==> src/rtl/core/fisr_pkg.sv <==
package fisr_pkg;

	// bit-level seed and float constants
	localparam logic [31:0] MAGIC_WORD      = 32'h5f3759df;
	localparam logic [31:0] CANON_NAN       = 32'h7fc00000;
	localparam logic [31:0] FP_HALF         = 32'h3f000000;
	localparam logic [31:0] FP_THREE_HALVES = 32'h3fc00000;

	// side data carried beside each float unit: {y1, y, half}
	localparam int SIDE_W = 96;

	// configuration
	localparam int          ADDR_W        = 3;
	localparam logic [1:0]  STEPS_RESET   = 2'd2;
	localparam logic [1:0]  STEPS_ONE     = 2'd1;
	localparam logic        REG_STEPS_IDX = 1'b0;

endpackage

==> src/rtl/core/fisr_fmul.sv <==
module fisr_fmul (
	input  logic                       clk,
	input  logic                       arst_n,
	input  logic                       en,
	input  logic                       in_valid,
	input  logic [31:0]                a,
	input  logic [31:0]                b,
	input  logic [fisr_pkg::SIDE_W-1:0] in_side,
	output logic                       out_valid,
	output logic [31:0]                res,
	output logic [fisr_pkg::SIDE_W-1:0] out_side
);
	import fisr_pkg::*;

	function automatic logic [5:0] lzc48(input logic [47:0] v);
		logic [5:0] n;
		n = 6'd48;
		for (int i = 0; i < 48; i++) begin
			if (v[i]) n = 6'(47 - i);
		end
		return n;
	endfunction

	// stage 1: specials and mantissa product
	logic [7:0]  ea, eb;
	logic        a_nan, b_nan, a_inf, b_inf, a_zero, b_zero, sgn;
	logic [23:0] ma, mb;
	logic [7:0]  eaa, ebb;
	logic        spec;
	logic [31:0] spec_res;

	assign ea     = a[30:23];
	assign eb     = b[30:23];
	assign a_nan  = (ea == 8'hff) && (a[22:0] != 23'd0);
	assign b_nan  = (eb == 8'hff) && (b[22:0] != 23'd0);
	assign a_inf  = (ea == 8'hff) && (a[22:0] == 23'd0);
	assign b_inf  = (eb == 8'hff) && (b[22:0] == 23'd0);
	assign a_zero = (ea == 8'h00) && (a[22:0] == 23'd0);
	assign b_zero = (eb == 8'h00) && (b[22:0] == 23'd0);
	assign sgn    = a[31] ^ b[31];
	assign ma     = {ea != 8'h00, a[22:0]};
	assign mb     = {eb != 8'h00, b[22:0]};
	assign eaa    = (ea == 8'h00) ? 8'd1 : ea;
	assign ebb    = (eb == 8'h00) ? 8'd1 : eb;

	always_comb begin
		spec     = 1'b1;
		spec_res = {sgn, 31'd0};
		if (a_nan || b_nan || (a_inf && b_zero) || (a_zero && b_inf)) begin
			spec_res = CANON_NAN;
		end else if (a_inf || b_inf) begin
			spec_res = {sgn, 8'hff, 23'd0};
		end else if (!(a_zero || b_zero)) begin
			spec = 1'b0;
		end
	end

	logic                valid_s1, spec_s1, sgn_s1;
	logic [31:0]         spec_res_s1;
	logic [47:0]         prod_s1;
	logic [8:0]          esum_s1;
	logic [SIDE_W-1:0]   side_s1;

	always_ff @(posedge clk or negedge arst_n) begin
		if (!arst_n) begin
			valid_s1 <= 1'b0;
		end else if (en) begin
			valid_s1 <= in_valid;
		end
	end

	always_ff @(posedge clk) begin
		if (en) begin
			spec_s1     <= spec;
			spec_res_s1 <= spec_res;
			sgn_s1      <= sgn;
			prod_s1     <= ma * mb;
			esum_s1     <= {1'b0, eaa} + {1'b0, ebb};
			side_s1     <= in_side;
		end
	end

	// stage 2: normalise, denormalise, round
	logic [5:0]         lz;
	logic signed [10:0] e_res;
	logic [47:0]        norm;
	logic [6:0]         sh;
	logic [95:0]        wide;
	logic [7:0]         expf;
	logic [22:0]        mant;
	logic               rbit, sticky, inc;
	logic [30:0]        rounded;
	logic [31:0]        result;

	always_comb begin
		lz    = lzc48(prod_s1);
		e_res = $signed({2'b00, esum_s1}) - 11'sd126 - $signed({5'd0, lz});
		norm  = prod_s1 << lz;
		if (e_res >= 11'sd1) begin
			sh   = 7'd0;
			expf = e_res[7:0];
		end else if (e_res < -11'sd63) begin
			sh   = 7'd64;
			expf = 8'd0;
		end else begin
			sh   = 7'(11'sd1 - e_res);
			expf = 8'd0;
		end
		wide    = {norm, 48'd0} >> sh;
		mant    = wide[94:72];
		rbit    = wide[71];
		sticky  = (|wide[70:48]) | (|wide[47:0]);
		inc     = rbit & (sticky | mant[0]);
		rounded = {expf, mant} + {30'd0, inc};
		if (spec_s1) begin
			result = spec_res_s1;
		end else if (e_res >= 11'sd255) begin
			result = {sgn_s1, 8'hff, 23'd0};
		end else begin
			result = {sgn_s1, rounded};
		end
	end

	logic valid_s2;

	always_ff @(posedge clk or negedge arst_n) begin
		if (!arst_n) begin
			valid_s2 <= 1'b0;
		end else if (en) begin
			valid_s2 <= valid_s1;
		end
	end

	always_ff @(posedge clk) begin
		if (en) begin
			res      <= result;
			out_side <= side_s1;
		end
	end

	assign out_valid = valid_s2;

endmodule

==> config.mk <==
export PLATFORM = sky130hd
export DESIGN_NAME = fisr_fmul
export DESIGN_NICKNAME = d
export VERILOG_FILES = /design/src/rtl/core/fisr_pkg.sv /design/src/rtl/core/fisr_fmul.sv
export SDC_FILE = /design/constraint.sdc
export NUM_CORES = 2
export LEC_CHECK = 0
export BUFFER_PORTS_ARGS = -buffer_cell sky130_fd_sc_hd__buf_2
export CAP_MARGIN = 20
export CORE_ASPECT_RATIO = 0.75
export CORE_UTILIZATION = 60
export DETAILED_ROUTE_END_ITERATION = 8
export PLACE_DENSITY = 0.8
export SLEW_MARGIN = 20
export SYNTH_ARGS = -nofsm -noshare
export SYNTH_HDL_FRONTEND = slang
export SYNTH_SLANG_ARGS = --single-unit
export TNS_END_PERCENT = 10
==> constraint.sdc <==
create_clock -name clk -period 15.9 [get_ports clk]
set_input_delay 3.18 -clock clk [delete_from_list [all_inputs] [get_ports clk]]
set_output_delay 3.18 -clock clk [all_outputs]
set_load 0.01 [all_outputs]
==> impl_metrics.json <==
{
  "fill_cells": 5004,
  "path_clk_slew_ns": 0.07,
  "cts_root_buf": "clkbuf_16",
  "min_period_ns": 10.65,
  "syn_area_per_cell_sq_um": 9.299,
  "synthArstFlopShare_pct": 0.6944,
  "cts_resized": 0,
  "die-area_sq_mm": 0.06365,
  "grt-ovfl-total": 0,
  "synth_ff_type": "edfxtp_1",
  "start_kind": "flop",
  "drv_slew": 0,
  "synth_seq_area_share_pct": 22.99,
  "yosysWarnings": 0,
  "drt-vias-per-instance": 6.473,
  "syn-num-nets": 4881,
  "h-tree-depth": 1,
  "mostFrequentLayoutCell": "nand2_1",
  "yosysUniqueCellTypes": 115,
  "place.port_buffers": 292,
  "hold_class": "reg -> reg",
  "routedWlPerCell_um": 24.07,
  "grt_util_all_layers_pct": 37.64,
  "fp.coreArea_sq_mm": 0.06198,
  "synthToLayoutAreaGrowth_pct": 6.739,
  "netlist_area_sq_mm": 0.03758,
  "hold_violations": 0,
  "clk_path_buf_depth": 3,
  "grt_pass1_vias": 31517,
  "multi_input_area_sq_mm": 0.02585,
  "fin_worst_skew_ns": 0.02171,
  "violations": "design-rule violations",
  "synth_edf_count": 286,
  "grt_max_degree": 183,
  "grt_pass1_wl_mm": 184.6,
  "setup_viol": 0,
  "cts-hold-fix-buffers": 0,
  "final_nets": 4989,
  "syn_inst": 4041,
  "cp.arrival_ns": 10.97,
  "drc": 2,
  "worstSetupPathType": "reg -> reg",
  "cts_setup_buffers": 0,
  "ios": 293,
  "vias": 32242,
  "crit_path_end_kind": "flop",
  "clock_latency_ns": 0.58,
  "finalSetupTns_ns": 0,
  "drv_cap": 0,
  "worstMarginPinSlew_ns": 1.194,
  "drt_iter0_markers": 4267,
  "wl_mm": 119.9,
  "antenna_found_initial": 4,
  "dpl.hpwl_mm": 92.02,
  "rsz0062_at_grt": "false",
  "num_rows": 79,
  "max_freq_ghz": 0.09393,
  "ys_seq_elements": 288,
  "die_h_um": 218.7,
  "cts_tree": "yes",
  "start_util_pct": 60.63,
  "mostFrequentLayoutCells": "nand2_1 (576), inv_1 (525), fa_1 (484), buf_2 (291), edfxtp_1 (286)",
  "cp.required_ns": 16.22,
  "cts_made_buffers": 25,
  "period_share_pct": 66.96,
  "cp_max_fo": 52,
  "relSlewSlack_pct": 20.12,
  "drt_pass1_iterations": 8,
  "ant_nets": 0,
  "final_util_pct": 64.72,
  "status": "complete, but fails checks",
  "place.gp.congestion": 1.068,
  "regArea_sq_mm": 0.008638,
  "clock_sinks": 288,
  "fp.dieW_um": 291.0,
  "drive_above_1_share_pct": 11.73
}
==> layer usage <==
metal	GRT usage (%)	vias to the layer above	share of wire, %
li1	-	13986	-
met1	54.36	15702	41
met2	54.17	2276	42
met3	13.24	274	15
met4	8.642	4	2.4
met5	0	-	0.043
==> registers in the layout, summed over array words and instances, names as in the netlist, 3 cells and up <==
register     count
out_side        96
esum_s1          9
side_s1         96
prod_s1         48
res             32
spec_res_s1      3
==> critical path, cell delays in order, from the launching register on <==
cell,delay [ns]
edfxtp_1,0.52
or4_1,0.81
nor2_2,0.64
nand2_1,0.80
a21oi_1,0.80
inv_1,0.23
ha_1,0.36
o41ai_1,0.62
a211oi_1,0.16
o22ai_1,0.28
nand4_1,0.18
o41ai_2,0.36
buf_4,0.28
and2_1,0.15
buf_4,0.48
nor3_1,0.31
a221oi_1,0.35
nand4_1,0.45
or4_1,0.61
a21oi_1,0.18
ha_1,0.24
o2111ai_1,0.23
nor3_4,0.45
nand3_2,0.25
o211a_1,0.27
or3_1,0.34
==> Yosys cell counts, types with 22 or more instances <==
library cell  instances  area, sq um
o21ai_0             104        520.5
fa_1                484         9689
a21o_1               24        180.2
nor4_1               40        250.2
a211oi_1             78        585.6
ha_1                192         2402
buf_2                52        260.3
inv_1               526         1974
xnor2_1              53        464.2
nand4_1              31        193.9
o21a_1               22        165.2
nand3_1              85        425.4
o211ai_1             34        255.2
edfxtp_1            286         8588
a21oi_1             155        775.7
clkbuf_1            165        619.3
a22oi_1              22        165.2
a31oi_1              34        212.7
o22ai_1              33        206.5
and2_1              216         1351
xor2_1               34        297.8
and3_1               24        150.1
mux2i_1              70        700.7
nor3_1               91        455.4
nand2_1             577         2166
nor2_1              196        735.7
==> kinds of logic (layout without fill, tap and decap cells) <==
logic type               after synthesis  after routing  synth area share [%]
adder cells (fa/ha/maj)              676            676                 32.18
XOR/XNOR                              87             87                 2.028
other                                  0              3                     0
AND/OR/NAND/NOR                     1372           1372                 17.55
AO/OA/AOI/OAI                        746            746                 14.22
buffers and inverters                780            907                 8.277
multiplexers                          92             92                 2.764
flip-flops                           288            288                 22.99
==> through the flow <==
step / instances / hold slack, ns / setup WS (ns) / cell area, sq um
after CTS: 4978 / 0.4138 / 5.506 / 40100
after floorplan: 4041 / 0.4003 / 5.629 / 37580
after global placement: 4932 / 0.4006 / 5.049 / 39250
final: 4981 / 0.4036 / 5.254 / 40110
after detailed placement: 4932 / 0.4045 / 4.907 / 39250
after global routing: 4980 / 0.4136 / 4.849 / 40110
==> cell type report <==
class | instances | share of cell area, %
inverter | 533 | 4.991
tap | 810 | 2.527
clock buffer | 34 | 1.719
timing repair buffer | 328 | 4.373
antenna | 3 | 0.01872
multi-input combinational | 2973 | 64.44
sequential | 288 | 21.54
clock inverter | 12 | 0.3930
==> path summary, 6_finish.rpt <==
path	from	endpoint	slack, ns	depth (start not counted)
hold reg to reg	side_s1[54]	out_side[54]	0.40	0
hold / removal	side_s1[54]	out_side[54]	0.40	0
setup / recovery	prod_s1[45]	res[28]	5.25	25
setup reg to reg	prod_s1[45]	res[28]	5.25	25
max in group asynchronous	arst_n	valid_s1	13.42	1
min in group asynchronous	arst_n	out_valid	2.39	1
Power is left out: the tool's default activity adds up to more than one toggle a clock period on the data nets, which glitch-free logic cannot reach.
