File: config.mk
export PLATFORM = sky130hd
export DESIGN_NAME = fisr_fsub
export DESIGN_NICKNAME = d
export VERILOG_FILES = /design/src/rtl/core/fisr_pkg.sv /design/src/rtl/core/fisr_fsub.sv
export SDC_FILE = /design/constraint.sdc
export NUM_CORES = 1
export LEC_CHECK = 0
export BUFFER_PORTS_ARGS = -buffer_cell sky130_fd_sc_hd__buf_2
export CORE_UTILIZATION = 60
export CTS_BUF_LIST = sky130_fd_sc_hd__clkbuf_8
export DETAILED_ROUTE_END_ITERATION = 12
export PLACE_DENSITY_LB_ADDON = 0.2
export SLEW_MARGIN = 40
export SYNTH_ARGS = -nofsm -noshare
export SYNTH_HDL_FRONTEND = slang
export SYNTH_SLANG_ARGS = --single-unit
File: constraint.sdc
create_clock -name clk -period 19.2 [get_ports clk]
set_clock_uncertainty 0.1 [all_clocks]
set_input_delay 1.92 -clock clk [delete_from_list [all_inputs] [get_ports clk]]
set_output_delay 1.92 -clock clk [all_outputs]
set_load 0.03 [all_outputs]
File: src/rtl/core/fisr_pkg.sv
package fisr_pkg;

	// bit-level seed and float constants
	localparam logic [31:0] MAGIC_WORD      = 32'h5f3759df;
	localparam logic [31:0] CANON_NAN       = 32'h7fc00000;
	localparam logic [31:0] FP_HALF         = 32'h3f000000;
	localparam logic [31:0] FP_THREE_HALVES = 32'h3fc00000;

	// side data carried beside each float unit: {y1, y, half}
	localparam int SIDE_W = 96;

	// configuration
	localparam int          ADDR_W        = 3;
	localparam logic [1:0]  STEPS_RESET   = 2'd2;
	localparam logic [1:0]  STEPS_ONE     = 2'd1;
	localparam logic        REG_STEPS_IDX = 1'b0;

endpackage

File: src/rtl/core/fisr_fsub.sv
module fisr_fsub (
	input  logic                       clk,
	input  logic                       arst_n,
	input  logic                       en,
	input  logic                       in_valid,
	input  logic [31:0]                a,
	input  logic [31:0]                b,
	input  logic [fisr_pkg::SIDE_W-1:0] in_side,
	output logic                       out_valid,
	output logic [31:0]                res,
	output logic [fisr_pkg::SIDE_W-1:0] out_side
);
	import fisr_pkg::*;

	function automatic logic [4:0] lzc28(input logic [27:0] v);
		logic [4:0] n;
		n = 5'd28;
		for (int i = 0; i < 28; i++) begin
			if (v[i]) n = 5'(27 - i);
		end
		return n;
	endfunction

	// stage 1: a - b as a + (-b); swap, align, add
	logic [31:0] bn, big, sml;
	logic        a_nan, b_nan, a_inf, b_inf, eff_sub;
	logic [7:0]  e_l, e_s, d;
	logic [4:0]  dcl;
	logic [23:0] m_l, m_s;
	logic [53:0] aligned;
	logic [26:0] m_sa;
	logic [27:0] sum;
	logic        spec;
	logic [31:0] spec_res;

	assign bn    = {~b[31], b[30:0]};
	assign a_nan = (a[30:23] == 8'hff) && (a[22:0] != 23'd0);
	assign b_nan = (bn[30:23] == 8'hff) && (bn[22:0] != 23'd0);
	assign a_inf = (a[30:23] == 8'hff) && (a[22:0] == 23'd0);
	assign b_inf = (bn[30:23] == 8'hff) && (bn[22:0] == 23'd0);

	always_comb begin
		if (bn[30:0] > a[30:0]) begin
			big = bn;
			sml = a;
		end else begin
			big = a;
			sml = bn;
		end
		eff_sub = a[31] ^ bn[31];
		e_l     = (big[30:23] == 8'h00) ? 8'd1 : big[30:23];
		e_s     = (sml[30:23] == 8'h00) ? 8'd1 : sml[30:23];
		m_l     = {big[30:23] != 8'h00, big[22:0]};
		m_s     = {sml[30:23] != 8'h00, sml[22:0]};
		d       = e_l - e_s;
		dcl     = (d > 8'd27) ? 5'd27 : d[4:0];
		aligned = {m_s, 3'b000, 27'd0} >> dcl;
		m_sa    = {aligned[53:28], aligned[27] | (|aligned[26:0])};
		if (eff_sub) begin
			sum = {1'b0, m_l, 3'b000} - {1'b0, m_sa};
		end else begin
			sum = {1'b0, m_l, 3'b000} + {1'b0, m_sa};
		end
		spec     = 1'b1;
		spec_res = CANON_NAN;
		if (a_nan || b_nan || (a_inf && b_inf && eff_sub)) begin
			spec_res = CANON_NAN;
		end else if (a_inf) begin
			spec_res = {a[31], 8'hff, 23'd0};
		end else if (b_inf) begin
			spec_res = {bn[31], 8'hff, 23'd0};
		end else begin
			spec = 1'b0;
		end
	end

	logic              valid_s1, spec_s1, sgn_s1, zsgn_s1;
	logic [31:0]       spec_res_s1;
	logic [27:0]       sum_s1;
	logic [7:0]        e_l_s1;
	logic [SIDE_W-1:0] side_s1;

	always_ff @(posedge clk or negedge arst_n) begin
		if (!arst_n) begin
			valid_s1 <= 1'b0;
		end else if (en) begin
			valid_s1 <= in_valid;
		end
	end

	always_ff @(posedge clk) begin
		if (en) begin
			spec_s1     <= spec;
			spec_res_s1 <= spec_res;
			sgn_s1      <= big[31];
			zsgn_s1     <= eff_sub ? 1'b0 : a[31];
			sum_s1      <= sum;
			e_l_s1      <= e_l;
			side_s1     <= in_side;
		end
	end

	// stage 2: normalise and round
	logic [4:0]  lz;
	logic [7:0]  lsh;
	logic [8:0]  expf;
	logic [27:0] norm;
	logic [22:0] mant;
	logic        inc;
	logic [30:0] rounded;
	logic [31:0] result;

	always_comb begin
		lz = lzc28(sum_s1);
		if ({3'd0, lz} <= e_l_s1) begin
			lsh  = {3'd0, lz};
			expf = {1'b0, e_l_s1} + 9'd1 - {4'd0, lz};
		end else begin
			lsh  = e_l_s1;
			expf = 9'd0;
		end
		norm    = sum_s1 << lsh;
		mant    = norm[26:4];
		inc     = norm[3] & ((|norm[2:0]) | mant[0]);
		rounded = {expf[7:0], mant} + {30'd0, inc};
		if (spec_s1) begin
			result = spec_res_s1;
		end else if (sum_s1 == 28'd0) begin
			result = {zsgn_s1, 31'd0};
		end else if (expf >= 9'd255) begin
			result = {sgn_s1, 8'hff, 23'd0};
		end else begin
			result = {sgn_s1, rounded};
		end
	end

	logic valid_s2;

	always_ff @(posedge clk or negedge arst_n) begin
		if (!arst_n) begin
			valid_s2 <= 1'b0;
		end else if (en) begin
			valid_s2 <= valid_s1;
		end
	end

	always_ff @(posedge clk) begin
		if (en) begin
			res      <= result;
			out_side <= side_s1;
		end
	end

	assign out_valid = valid_s2;

endmodule

==> flow_metrics.env, run 1 <==
export IMPL_status="finished, final reports clean"
export IMPL_fin_hold_ws_ns=0.299
export IMPL_clkPwrFrac=0.216
export IMPL_clock_sinks=267
export IMPL_synthMuxAreaShare=0.0413
export IMPL_die_h_um=177
export IMPL_grt_start_max_net_pins=120
export IMPL_ctsHoldBuffers=0
export IMPL_wire_per_inst_um=20.5
export IMPL_syn_area_mm2=0.0184
export IMPL_critical_path_buf_inv_count=5
export IMPL_synth_simple_area_share=0.161
export IMPL_fmax_mhz=78.2
export IMPL_rows=63
export IMPL_grt_ovfl_total=0
export IMPL_synth_compound_area_frac=0.211
export IMPL_dpl_hpwl_um=39900
export IMPL_ys_types=111
export IMPL_cts_buffers=42
export IMPL_dieArea_mm2=0.0313
export IMPL_io_pin_count=293
export IMPL_intPower_uw=1250
export IMPL_cp_top_family="compound AO/OA/AOI/OAI gates"
export IMPL_ys_async_sr_fraction=0.00749
export IMPL_synth_xor_area_share=0.0281
export IMPL_arrival_ns=12.97
export IMPL_worst_setup_path_type="in -> reg"
export IMPL_crit_fanout=52
export IMPL_place_congestion=1.05
export IMPL_cpMostUsedCell="o21ai_0"
export IMPL_p_comb_frac=0.418
export IMPL_syn_instance_count=1852
export IMPL_finalCritPeriodShare=0.666
export IMPL_crit_end="sum_s1[27]$_DFFE_PP_"
export IMPL_antenna_left=0
export IMPL_grt_usage=0.326
export IMPL_rr_worst_depth=26
export IMPL_ys_ff_latch=267
export IMPL_drv_cap=0
export IMPL_hold_viol_final=0
export IMPL_dpl_instance_area_mm2=0.0201
export IMPL_p_switching_uw=828
export IMPL_worstSetupStartpointType="input port"
export IMPL_clock_root_buffer="clkbuf_8"
export IMPL_setup_tns_ns=0
export IMPL_slew_headroom=0.431
export IMPL_worst_setup_path_end_kind="flip-flop"
export IMPL_grt_pass1_wl_um=81000
export IMPL_via_per_inst=6.38
export IMPL_cp_slowest_cell="o21ai_0"
export IMPL_synth_top_family_by_area="compound AO/OA/AOI/OAI gates"
export IMPL_clk_pin_slew_ns=0.06
export IMPL_setup_violations=0
export IMPL_total_leakage_power_uw=0.00861
export IMPL_worst_pin_slew_ns=0.842
export IMPL_startpoint="a[14]"
export IMPL_post_route_util=0.701
export IMPL_wl_um=51900
export IMPL_fillers=2282
export IMPL_reg2reg_from="sum_s1[0]$_DFFE_PP_"
export IMPL_critical_path_depth=48
export IMPL_die_w_um=177
export IMPL_synth_seq_area_share=0.436
export IMPL_dpl_worst_slack_ns=5.99
export IMPL_nets=2393
export IMPL_htreeDepth=2
export IMPL_rsz0062_at_grt="no"
export IMPL_seq_power_share=0.366
export IMPL_critical_path_max_stage_delay_ns=0.54
export IMPL_r2r_end="res[27]$_SDFFCE_PP1P_"
export IMPL_clk_path_buf_depth=3
export IMPL_vias=16200
export IMPL_diodes=0
export IMPL_layout_min_cycle_time_ns=12.80
export IMPL_port_buffers=292
export IMPL_first_pass_iters=6
export IMPL_area_growth_pct=13.9
export IMPL_fin_area_mm2=0.0209
export IMPL_grt_pass1_vias=15400
export IMPL_powerDensity_mw_per_mm2=99.1
export IMPL_drtIter0Drc=1587
export IMPL_drive_gt1_frac=0.201
export IMPL_r2r_slack_ns=10.50
export IMPL_cts_resized=0
export IMPL_finalMaxSlewViolations=0
export IMPL_clk_latency_ns=0.57
export IMPL_required_ns=19.38
export IMPL_start_util=0.615
export IMPL_post_cts_buffers=0
export IMPL_hp_class="reg -> reg"
export IMPL_syn_num_nets=2125
export IMPL_synth_area_per_cell_um2=9.92
export IMPL_vdd_drop_max_mv=0.0700
export IMPL_synth_fa_ha_area_frac=0.0754
export IMPL_switching_share=0.399
export IMPL_synth_main_ff_cell="edfxtp_1"
export IMPL_cts_tree="done"
export IMPL_fin_ws_ns=6.40
export IMPL_coreArea_mm2=0.0299
export IMPL_synth_warnings=0
export IMPL_drc=0
export IMPL_synth_edff_count=265
export IMPL_antenna_found_initial=0
==> through the flow <==
stage / cells / total power [µW]
2_1_floorplan: 1852 / 1370
3_3_place_gp: 2465 / 1590
3_5_place_dp: 2465 / 1610
4_1_cts: 2538 / 2060
5_1_grt: 2539 / 2180
6_report: 2539 / 2080
==> per-layer routing <==
layer | vias up | part of all wire | GRT usage
met5 | - | 0 | 0
met3 | 166 | 0.070 | 0.0453
li1 | 7630 | - | -
met1 | 7612 | 0.39 | 0.407
met2 | 790 | 0.48 | 0.542
met4 | 0 | 0.056 | 0.184
==> synthesized netlist by cell type, types with 17 or more instances <==
| cell | count | area share |
|---|---|---|
| a211oi_1 | 38 | 0.016 |
| a21o_1 | 23 | 0.0094 |
| a21oi_1 | 118 | 0.032 |
| a31oi_1 | 17 | 0.0058 |
| and2_1 | 18 | 0.0061 |
| clkbuf_1 | 55 | 0.011 |
| edfxtp_1 | 265 | 0.43 |
| ha_1 | 106 | 0.072 |
| inv_1 | 120 | 0.025 |
| mux2i_1 | 54 | 0.029 |
| nand2_1 | 150 | 0.031 |
| nand2b_1 | 19 | 0.0065 |
| nand3_1 | 75 | 0.020 |
| nand4_1 | 24 | 0.0082 |
| nor2_1 | 146 | 0.030 |
| nor3_1 | 31 | 0.0084 |
| nor4_1 | 27 | 0.0092 |
| o211ai_1 | 25 | 0.010 |
| o21ai_0 | 113 | 0.031 |
| xnor2_1 | 36 | 0.017 |
| xor2_1 | 23 | 0.011 |
==> worst register-to-register path, stage by stage, from the launching register on <==
cell and delay, ns:
edfxtp_1 0.53, nor2_1 0.23, o31ai_1 0.09, a211oi_1 0.25, o31ai_1 0.10, a211oi_1 0.35, o31ai_2 0.12, a211oi_2 0.68
nor2_1 0.15, ha_1 0.33, nor2b_1 0.14, o21a_1 0.16, o21a_1 0.16, o21ai_1 0.20, a21o_1 0.60, nand2b_1 0.15
a211o_1 0.47, nand2_1 0.58, mux2i_1 0.64, a22o_1 0.28, nand3_1 0.15, nor4b_1 0.72, nand3_1 0.42, nor3_4 0.45
nand4_1 0.15, o31a_1 0.15, o311ai_0 0.11
==> power by group through the flow <==
stage / registers, µW / clock network (µW) / logic, µW
final: 760 / 448 / 867
after global routing: 767 / 477 / 935
after CTS: 759 / 456 / 844
after global placement: 767 / 0 / 827
after floorplan: 807 / 0 / 562
after detailed placement: 771 / 0 / 837
==> final cells by class <==
class	count	area, µm²	area share
flip-flops and latches	267	8010	0.382
clock buffers	43	592	0.0283
multi-input cells	1378	9590	0.458
clock inverters	30	180	0.00860
repair buffers	311	1640	0.0782
inverters	120	450	0.0215
well taps	390	488	0.0233
==> cells by family (layout without fill, tap and decap cells) <==
kind of cell	after synthesis	after routing
AND/OR/NAND/NOR	584	584
AO/OA/AOI/OAI	555	555
buffers and inverters	207	504
flip-flops	267	267
XOR/XNOR	59	59
adder cells (fa/ha/maj)	109	109
multiplexers	71	71
==> cells in the final DEF, fill, tap and decap left out, drive strengths merged, types with 27 or more instances in the layout <==
cell type and n:
buf 311, o211ai 27, clkbuf 43, nand3 77, mux2i 55, a21oi 119, inv 138, nor4 31
edfxtp 265, o21ai 118, ha 106, xnor2 36, nor2 148, a211oi 39, nor3 37, nand2 151
==> flip-flops by register name, summed over array words and instances (netlist names) <==
| signal | cells |
|---|---|
| e_l_s1 | 8 |
| out_side | 96 |
| out_valid | 1 |
| res | 32 |
| sgn_s1 | 1 |
| side_s1 | 96 |
| spec_res_s1 | 2 |
| spec_s1 | 1 |
| sum_s1 | 28 |
| valid_s1 | 1 |
| zsgn_s1 | 1 |
==> worst min-delay path by stage <==
stage                     startpoint                     end  slack [ns]  cells past startpoint
6_report       side_s1[54]$_DFFE_PP_  out_side[54]$_DFFE_PP_        0.30                      0
5_1_grt        side_s1[26]$_DFFE_PP_  out_side[26]$_DFFE_PP_        0.32                      0
4_1_cts        side_s1[54]$_DFFE_PP_  out_side[54]$_DFFE_PP_        0.29                      0
3_5_place_dp   side_s1[10]$_DFFE_PP_  out_side[10]$_DFFE_PP_        0.30                      0
3_3_place_gp   side_s1[45]$_DFFE_PP_  out_side[45]$_DFFE_PP_        0.30                      0
2_1_floorplan   side_s1[0]$_DFFE_PP_   out_side[0]$_DFFE_PP_        0.30                      0
No activity file was read; power rests on OpenSTA's default activity.
==> inputs of run 2 (changes only) <==
==> constraint.sdc (replaced) <==
create_clock -name clk -period 13.1 [get_ports clk]
set_clock_uncertainty 0.1 [all_clocks]
set_input_delay 1.31 -clock clk [delete_from_list [all_inputs] [get_ports clk]]
set_output_delay 1.31 -clock clk [all_outputs]
set_load 0.03 [all_outputs]
==> flow_metrics.env, run 2 (same netlist as run 1, synthesis figures left out) <==
export IMPL_status="finished, final reports clean"
export IMPL_seq_power_share=0.365
export IMPL_regArea_mm2=0.00801
export IMPL_fin_hold_ws_ns=0.313
export IMPL_grt_pass1_wl_um=82300
export IMPL_nets=2397
export IMPL_p_comb_frac=0.421
export IMPL_grt_start_max_net_pins=76
export IMPL_first_pass_iters=6
export IMPL_worst_setup_path_end_kind="flip-flop"
export IMPL_crit_fanout=22
export IMPL_arrival_ns=12.07
export IMPL_final_common_cell="buf_2"
export IMPL_wire_per_inst_um=21.0
export IMPL_clock_root_buffer="clkbuf_8"
export IMPL_slew_headroom=0.381
export IMPL_drc=0
export IMPL_critical_path_max_stage_delay_ns=0.63
export IMPL_port_buffers=292
export IMPL_via_per_inst=6.45
export IMPL_die_w_um=177
export IMPL_cp_slowest_cell="o21ai_0"
export IMPL_finalMaxSlewViolations=0
export IMPL_finalCritPeriodShare=0.905
export IMPL_rsz0062_at_grt="no"
export IMPL_fmax_mhz=84.4
export IMPL_clk_pin_slew_ns=0.06
export IMPL_vdd_drop_max_mv=0.0992
export IMPL_powerDensity_mw_per_mm2=146
export IMPL_coreArea_mm2=0.0299
export IMPL_io_pin_count=293
export IMPL_switching_share=0.403
export IMPL_wl_um=53500
export IMPL_cts_resized=0
export IMPL_intPower_uw=1820
export IMPL_reg_largest_list="out_side (96), side_s1 (96), res (32)"
export IMPL_start_util=0.615
export IMPL_dpl_hpwl_um=40600
export IMPL_dieArea_mm2=0.0313
export IMPL_clk_latency_ns=0.58
export IMPL_rows=63
export IMPL_layout_min_cycle_time_ns=11.85
export IMPL_cts_tree="done"
export IMPL_required_ns=13.32
export IMPL_fillers=2226
export IMPL_drtIter0Drc=1867
export IMPL_antenna_found_initial=2
export IMPL_worst_setup_path_type="in -> reg"
export IMPL_grt_usage=0.333
export IMPL_area_growth_pct=13.9
export IMPL_worstSetupStartpointType="input port"
export IMPL_clk_path_buf_depth=3
export IMPL_final_cell_mix="buf_2 (291), edfxtp_1 (265), nand2_1 (150), nor2_1 (144), inv_1 (130)"
export IMPL_cts_buffers=42
export IMPL_grt_ovfl_total=0
export IMPL_hold_viol_final=0
export IMPL_clkPwrFrac=0.214
export IMPL_htreeDepth=2
export IMPL_multiInputGateArea_mm2=0.00958
export IMPL_clock_sinks=267
export IMPL_antenna_left=0
export IMPL_drive_gt1_frac=0.203
export IMPL_setup_violations=0
export IMPL_ctsHoldBuffers=0
export IMPL_setup_tns_ns=0
export IMPL_fin_area_mm2=0.0209
export IMPL_place_congestion=1.04
export IMPL_post_cts_buffers=0
export IMPL_p_switching_uw=1230
export IMPL_hp_class="reg -> reg"
export IMPL_vias=16400
export IMPL_worst_pin_slew_ns=0.920
export IMPL_cpMostUsedCell="o21ai_0"
export IMPL_dpl_instance_area_mm2=0.0201
export IMPL_total_leakage_power_uw=0.00858
export IMPL_drv_cap=0
export IMPL_die_h_um=177
export IMPL_grt_pass1_vias=15600
[run 2: cell types whose count changed in the layout (fill, tap and decap cells not counted), moves of 2 or more]
cell	before	now
clkinv_1	6	10
clkinvlp_4	0	2
clkinv_4	2	0
inv_1	135	130
diode_2	0	2
buf_4	17	21
[run 2: final cells by class]
type | instances | share of cell area
Antenna cell | 2 | 0.000239
Sequential cell | 267 | 0.382
Inverter | 120 | 0.0215
Tap cell | 390 | 0.0233
Timing Repair Buffer | 315 | 0.0789
Multi-Input combinational cell | 1378 | 0.458
Clock inverter | 29 | 0.00854
Clock buffer | 42 | 0.0276
[run 2: stage by stage]
step	instances	worst slack, ns	total power, µW	util
after floorplan	1852	3.01	2010	-
after global placement	2470	1.17	2350	0.674
after detailed placement	2470	0.831	2360	0.674
after CTS	2541	1.42	3020	0.700
after global routing	2542	0.315	3210	0.701
final	2543	1.25	3060	0.701
[run 2: routing by layer]
| layer | GRT usage | share of wire |
|---|---|---|
| met5 | 0 | 0 |
| met4 | 0.181 | 0.053 |
| met3 | 0.0460 | 0.080 |
| met1 | 0.418 | 0.38 |
| met2 | 0.556 | 0.48 |
[run 2: worst max-delay path, delay by kind of cell]
kind	cells	cell delay [ns]
fa+ha+maj	5	1.39
buf+inv	4	0.38
compound gates	27	6.18
simple gates	11	2.78
[run 2: power by group through the flow]
stage	clock, µW	sequential [µW]	combinational (µW)
3_5_place_dp	0	1130	1230
6_report	654	1120	1290
2_1_floorplan	0	1180	824
5_1_grt	703	1120	1380
4_1_cts	665	1110	1240
3_3_place_gp	0	1120	1220
[run 2: path summary, 6_finish.rpt]
| check | slack, ns | cells after the start | endpoint | from |
|---|---|---|---|---|
| worst max-delay path | 1.25 | 47 | sum_s1[27]$_DFFE_PP_ | a[16] |
| worst min-delay path | 0.31 | 0 | out_side[80]$_DFFE_PP_ | side_s1[80]$_DFFE_PP_ |
| worst max register to register | 4.46 | 26 | res[27]$_SDFFCE_PP1P_ | sum_s1[0]$_DFFE_PP_ |
| worst min register to register | 0.31 | 0 | out_side[80]$_DFFE_PP_ | side_s1[80]$_DFFE_PP_ |
| max in group asynchronous | 12.37 | 1 | valid_s1$_DFFE_PN0P_ | arst_n |
| min in group asynchronous | 0.43 | 1 | out_valid$_DFFE_PN0P_ | arst_n |
